<file path="config.mk">
export PLATFORM = sky130hd
export DESIGN_NAME = cfc_back
export DESIGN_NICKNAME = d
export VERILOG_FILES = /design/src/rtl/cfc_pkg.sv /design/src/rtl/cfc_back.sv
export SDC_FILE = /design/constraint.sdc
export NUM_CORES = 1
export LEC_CHECK = 0
export BUFFER_PORTS_ARGS = -buffer_cell sky130_fd_sc_hd__buf_2
export CORE_MARGIN = 8
export CORE_UTILIZATION = 25
export DETAILED_ROUTE_END_ITERATION = 8
export HOLD_SLACK_MARGIN = 0.06
export PLACE_DENSITY_LB_ADDON = 0.25
export SETUP_SLACK_MARGIN = 0.3
export SYNTH_ARGS = -nofsm -noshare
export SYNTH_HDL_FRONTEND = slang
export SYNTH_SLANG_ARGS = --single-unit
</file>
<file path="constraint.sdc">
create_clock -name clk -period 14.05 [get_ports clk]
set_input_delay 2.81 -clock clk [delete_from_list [all_inputs] [get_ports clk]]
set_output_delay 2.81 -clock clk [all_outputs]
set_load 0.01 [all_outputs]
</file>
<file path="src/rtl/cfc_pkg.sv">
// Shared types, constants and the CRC-16 byte step for the command frame checker.
// No dependencies; every other file imports this package.
package cfc_pkg;

  localparam int FRAME_BYTES   = 30;
  localparam int CRC_SPAN      = 26;
  localparam int CNT_W         = 7;
  localparam int PAYLOAD_FIRST = 4;
  localparam int PAYLOAD_LEN   = 24;
  localparam int PAY_IDX_W     = 5;
  localparam int NUM_WORDS     = PAYLOAD_LEN / 4;
  localparam int QUEUE_DEPTH   = 4;
  localparam int Q_PTR_W       = 2;
  localparam int OUT_BITS      = 200;
  localparam int ADDR_W        = 4;

  localparam logic [CNT_W-1:0] COUNT_MAX = 7'd127;
  localparam logic [15:0]      CRC_POLY  = 16'h1021;
  localparam logic [15:0]      CRC_INIT  = 16'h0000;

  typedef enum logic [1:0] {
    REG_HEADER_FIRST,
    REG_HEADER_SECOND,
    REG_LENGTH_CODE,
    REG_TYPE_CODE
  } reg_idx_t;

  typedef struct packed {
    logic [7:0] header_first;
    logic [7:0] header_second;
    logic [7:0] length_code;
    logic [7:0] type_code;
  } cfg_t;

  // one classified byte, as handed from front to back
  typedef struct packed {
    logic [7:0]           data;
    logic                 last;
    logic                 mismatch;
    logic                 crc_en;
    logic                 pay_en;
    logic [PAY_IDX_W-1:0] pay_idx;
    logic                 rcrc_lo;
    logic                 rcrc_hi;
    logic                 len_ok;
  } item_t;

  typedef struct packed {
    logic [31:0] wz_word;
    logic [31:0] spare_three_word;
    logic [31:0] spare_two_word;
    logic [31:0] spare_one_word;
    logic [31:0] vy_word;
    logic [31:0] vx_word;
    logic        frame_ok;
  } result_t;

  // CRC-16/XMODEM, MSB first, one byte
  function automatic logic [15:0] crc_byte(input logic [15:0] crc, input logic [7:0] b);
    logic [15:0] c;
    c = crc ^ {b, 8'h00};
    for (int k = 0; k < 8; k++) begin
      c = c[15] ? ((c << 1) ^ CRC_POLY) : (c << 1);
    end
    return c;
  endfunction

endpackage

</file>
<file path="src/rtl/cfc_back.sv">
// Back end: CRC, prefix check, payload capture and the registered verdict.
// Depends on cfc_pkg.
module cfc_back import cfc_pkg::*; (
  input  logic    clk,
  input  logic    rst,
  input  logic    head_valid,
  input  item_t   head,
  output logic    pop,
  output logic    m_tvalid,
  input  logic    m_tready,
  output result_t result
);

  logic [15:0] crc_acc;
  logic [15:0] received_crc;
  logic        prefix_good;
  logic [7:0]  payload_bytes [PAYLOAD_LEN];

  logic [15:0] crc_next;
  logic [15:0] rcrc_next;
  logic        prefix_next;
  logic        ok;
  logic [31:0] words [NUM_WORDS];

  // a verdict byte waits while the output register still holds one
  assign pop = head_valid && (!head.last || !m_tvalid || m_tready);

  always_comb begin
    crc_next    = head.crc_en ? crc_byte(crc_acc, head.data) : crc_acc;
    rcrc_next   = received_crc;
    if (head.rcrc_lo) begin
      rcrc_next[7:0] = head.data;
    end
    if (head.rcrc_hi) begin
      rcrc_next[15:8] = head.data;
    end
    prefix_next = prefix_good && !head.mismatch;
    ok          = head.len_ok && prefix_next && (crc_next == rcrc_next);
  end

  // a passing frame ends past the payload, so the stored bytes are complete
  always_comb begin
    for (int w = 0; w < NUM_WORDS; w++) begin
      words[w] = ok ? {payload_bytes[4*w+3], payload_bytes[4*w+2],
                       payload_bytes[4*w+1], payload_bytes[4*w]} : 32'h0;
    end
  end

  always_ff @(posedge clk) begin
    if (pop && head.pay_en) begin
      payload_bytes[head.pay_idx] <= head.data;
    end
  end

  always_ff @(posedge clk) begin
    if (rst) begin
      crc_acc      <= CRC_INIT;
      received_crc <= '0;
      prefix_good  <= 1'b1;
    end else if (pop) begin
      if (head.last) begin
        crc_acc      <= CRC_INIT;
        received_crc <= '0;
        prefix_good  <= 1'b1;
      end else begin
        crc_acc      <= crc_next;
        received_crc <= rcrc_next;
        prefix_good  <= prefix_next;
      end
    end
  end

  always_ff @(posedge clk) begin
    if (rst) begin
      m_tvalid <= 1'b0;
    end else if (pop && head.last) begin
      m_tvalid <= 1'b1;
    end else if (m_tready) begin
      m_tvalid <= 1'b0;
    end
  end

  always_ff @(posedge clk) begin
    if (pop && head.last) begin
      result.frame_ok         <= ok;
      result.vx_word          <= words[0];
      result.vy_word          <= words[1];
      result.spare_one_word   <= words[2];
      result.spare_two_word   <= words[3];
      result.spare_three_word <= words[4];
      result.wz_word          <= words[5];
    end
  end

endmodule

</file>
==> key figures <==
Run status
  • Run status: finished, final reports clean

Pwr
  • Overall Power: 3.072 mW
  • Leakage: 6.455 nW
  • Peak supply drop: 0.08957 mV
  • Pwr/cell area: 144.9 nW/um^2

Global routing
  • Total grt overflow: 0
  • First-pass GRT wire length: 76090 um
  • Vias in the first global route: 11.05k
  • Largest net degree at the start of global routing: 194
  • Total track usage: 12.29%
  • Antenna violations before repair: 10

Placement
  • Placer congestion estimate: 0.7463
  • Port Buffers: 218
  • Placed inst area: 19650 um^2
  • Dpl hpwl: 30450 um

Synth
  • Post-synthesis sequential area ratio: 68.54%
  • Syn_area_per_cell: 15.32 um^2
  • Syn. warnings: 0
  • Post-synth ARST share: 0%
  • Area of the mapped netlist: 17860 um^2
  • Yosys cell types: 38
  • Top_reg_cell synth: edfxtp_1
  • FF+latch count, synth: 419
  • Mapped Nets: 1190
  • Cells after Synth: 1166
  • Number of synthesized flops with an enable pin: 385

Timing
  • Final setup violation count: 0
  • Final Max Slew Viols: 0
  • RSZ-0062 raised after global routing: no
  • Endpoints failing hold: 0
  • Period utilization: 48.21%
  • Worst slew margin: 15.70%
  • Worst hold margin: 0.4520 ns
  • Slew at the pin closest to its max-slew limit: 1.265 ns
  • Fin crit period: 6.774 ns
  • Setup Total Neg Slack: 0 ns
  • Max Freq: 147.6 MHz
  • Fin Clk Skew: 0.03727 ns

Die
  • Row cnt: 98
  • Core footprint: 71120 um^2
  • Die height: 283.3 um
  • Die width: 283.3 um
  • Floorplan die area: 80250 um^2
  • Initial core utilization: 25.11%
  • Top Ports: 219

Detailed routing
  • Vias/cell: 4.650
  • Starting DRT DRC Count: 876
  • Residual DRC count: 0
  • Wirelength per Cell: 22.13 um
  • Routed wire length: 51370 um
  • DR vias: 10.79k
  • DRT antenna net count: 0
  • Detailed Routing Iterations Pass 1: 5

Worst setup path
  • Critical path depth: 6
  • Worst path top cell family by delay: buffers and inverters
  • Crit path buf inv count: 4
  • CP Class: in -> out
  • Crit start category: primary input
  • Slowest library cell on the worst path: buf_2
  • Max stage delay on crit path: 0.28 ns
  • Crit path DAT: 3.96 ns
  • CP Max Fanout: 19
  • Critical Path End Type: output port
  • CP Cell Sequence: buf_2, nand2_1, nand2_1, buf_4, inv_1, buf_2
  • R2R depth: 8
  • WP data required: 11.24 ns

CTS
  • CTS tree: yes
  • CTS H-Tree Depth: 2
  • Skew-Pair Late Insertion Delay: 0.60 ns
  • TritonCTS Buffers: 49
  • Clk sinks: 419
  • CTS clock-pin slew for the worst setup and hold paths: 0.06 ns
  • Post-CTS Resized: 0
  • CTS max path bufs: 3
  • Hold_buf cts: 0
  • Post-CTS Setup Inserts: 0
  • Root Buffer: clkbuf_16

Cells and area
  • Register Area: 12240 um^2
  • Layout cells sized above 1: 35.87%
  • P&R area growth vs syn: 18.75%
  • Most common cell after layout, fill and taps aside: edfxtp_1
  • Final core utilization: 29.82%
  • Multi-input logic area: 4916 um^2
  • Final net count: 1356
  • Most frequent cells in the layout: edfxtp_1 (385), buf_2 (218), nand3_1 (197)
  • FILL cells: 7165
  • Post-route design area: 21210 um^2

Hold path
  • Hold Path Class: reg -> reg
  • Hold path cells: 2

Job
  • Max_cap viols: 0
registers in the layout, indices dropped and copies added (netlist names):
name           flops
received_crc      16
m_tvalid           1
payload_bytes    192
prefix_good        1
result           193
crc_acc           16
final timing paths:
path,slack (ns),from,to
setup reg to reg,9.90,crc_acc[11],result[160]
hold / removal,0.45,received_crc[9],received_crc[9]
setup / recovery,7.28,head[11],pop
hold reg to reg,0.45,received_crc[9],received_crc[9]
cell type report:
cell class | count | area share, %
Antenna cell | 5 | 0.05900
Clock buffer | 63 | 6.130
Clock inverter | 22 | 1.180
Inverter | 4 | 0.07080
Multi-Input combinational cell | 616 | 23.18
Sequential cell | 419 | 57.72
Tap cell | 950 | 5.605
Timing Repair Buffer | 242 | 6.053
Yosys cell counts, types with 4 or more instances:
cell type,count,area (um^2)
nor3_1,6,30.03
nor4_2,170,2127
nor4_1,23,143.9
nand2_1,11,41.29
dfxtp_1,34,680.7
buf_4,26,195.2
inv_1,4,15.01
buf_1,9,33.78
xnor3_1,6,135.1
xnor2_1,26,227.7
buf_6,13,146.4
a22oi_1,16,120.1
mux2i_1,23,230.2
a32oi_1,5,43.79
xnor2_2,4,65.06
edfxtp_1,385,11560
nor2_1,67,251.5
clkbuf_1,27,101.4
nand3_1,198,991.0
buf_2,52,260.3
a21oi_1,16,80.08
xor2_1,17,148.9
nand4_1,4,25.02
logic make-up (layout without fill, tap and decap cells):
| family | after synthesis | count (layout) | share of synthesized area, % |
|---|---|---|---|
| mux | 24 | 24 | 1.352 |
| simple gates | 489 | 489 | 20.56 |
| xor+xnor | 55 | 55 | 3.496 |
| compound gates | 48 | 48 | 1.836 |
| flops | 419 | 419 | 68.54 |
| buf+inv | 131 | 331 | 4.210 |
| other cells | 0 | 5 | 0 |
worst min-delay path: cells and delay by family (launching register included):
kind | cells | cell delay (ns)
simple gates | 1 | 0.05
compound gates | 1 | 0.05
flops | 1 | 0.30
power by group:
group	leakage, nW	internal (mW)	switching, mW
sequential	3.78	1.39	0.0139
clock	0.748	0.729	0.522
combinational	1.93	0.0952	0.324
routing by layer:
layer / global-route usage (%) / wire, um / up-vias / part of all wire, %
li1: - / - / 4880 / -
met5: 0 / 63 / - / 0.12
met1: 16.40 / 22790 / 5536 / 44
met3: 2.890 / 2856 / 89 / 5.6
met4: 3.052 / 998 / 10 / 1.9
met2: 20.05 / 24660 / 278 / 48
per-stage QoR:
stage	worst slack (ns)	std cells
finish	7.276	2321
global route	7.182	2316
CTS	7.264	2316
floorplan	2.159	1166
global placement	6.826	2231
detailed placement	6.792	2231
(Power assumes the default switching activity.)
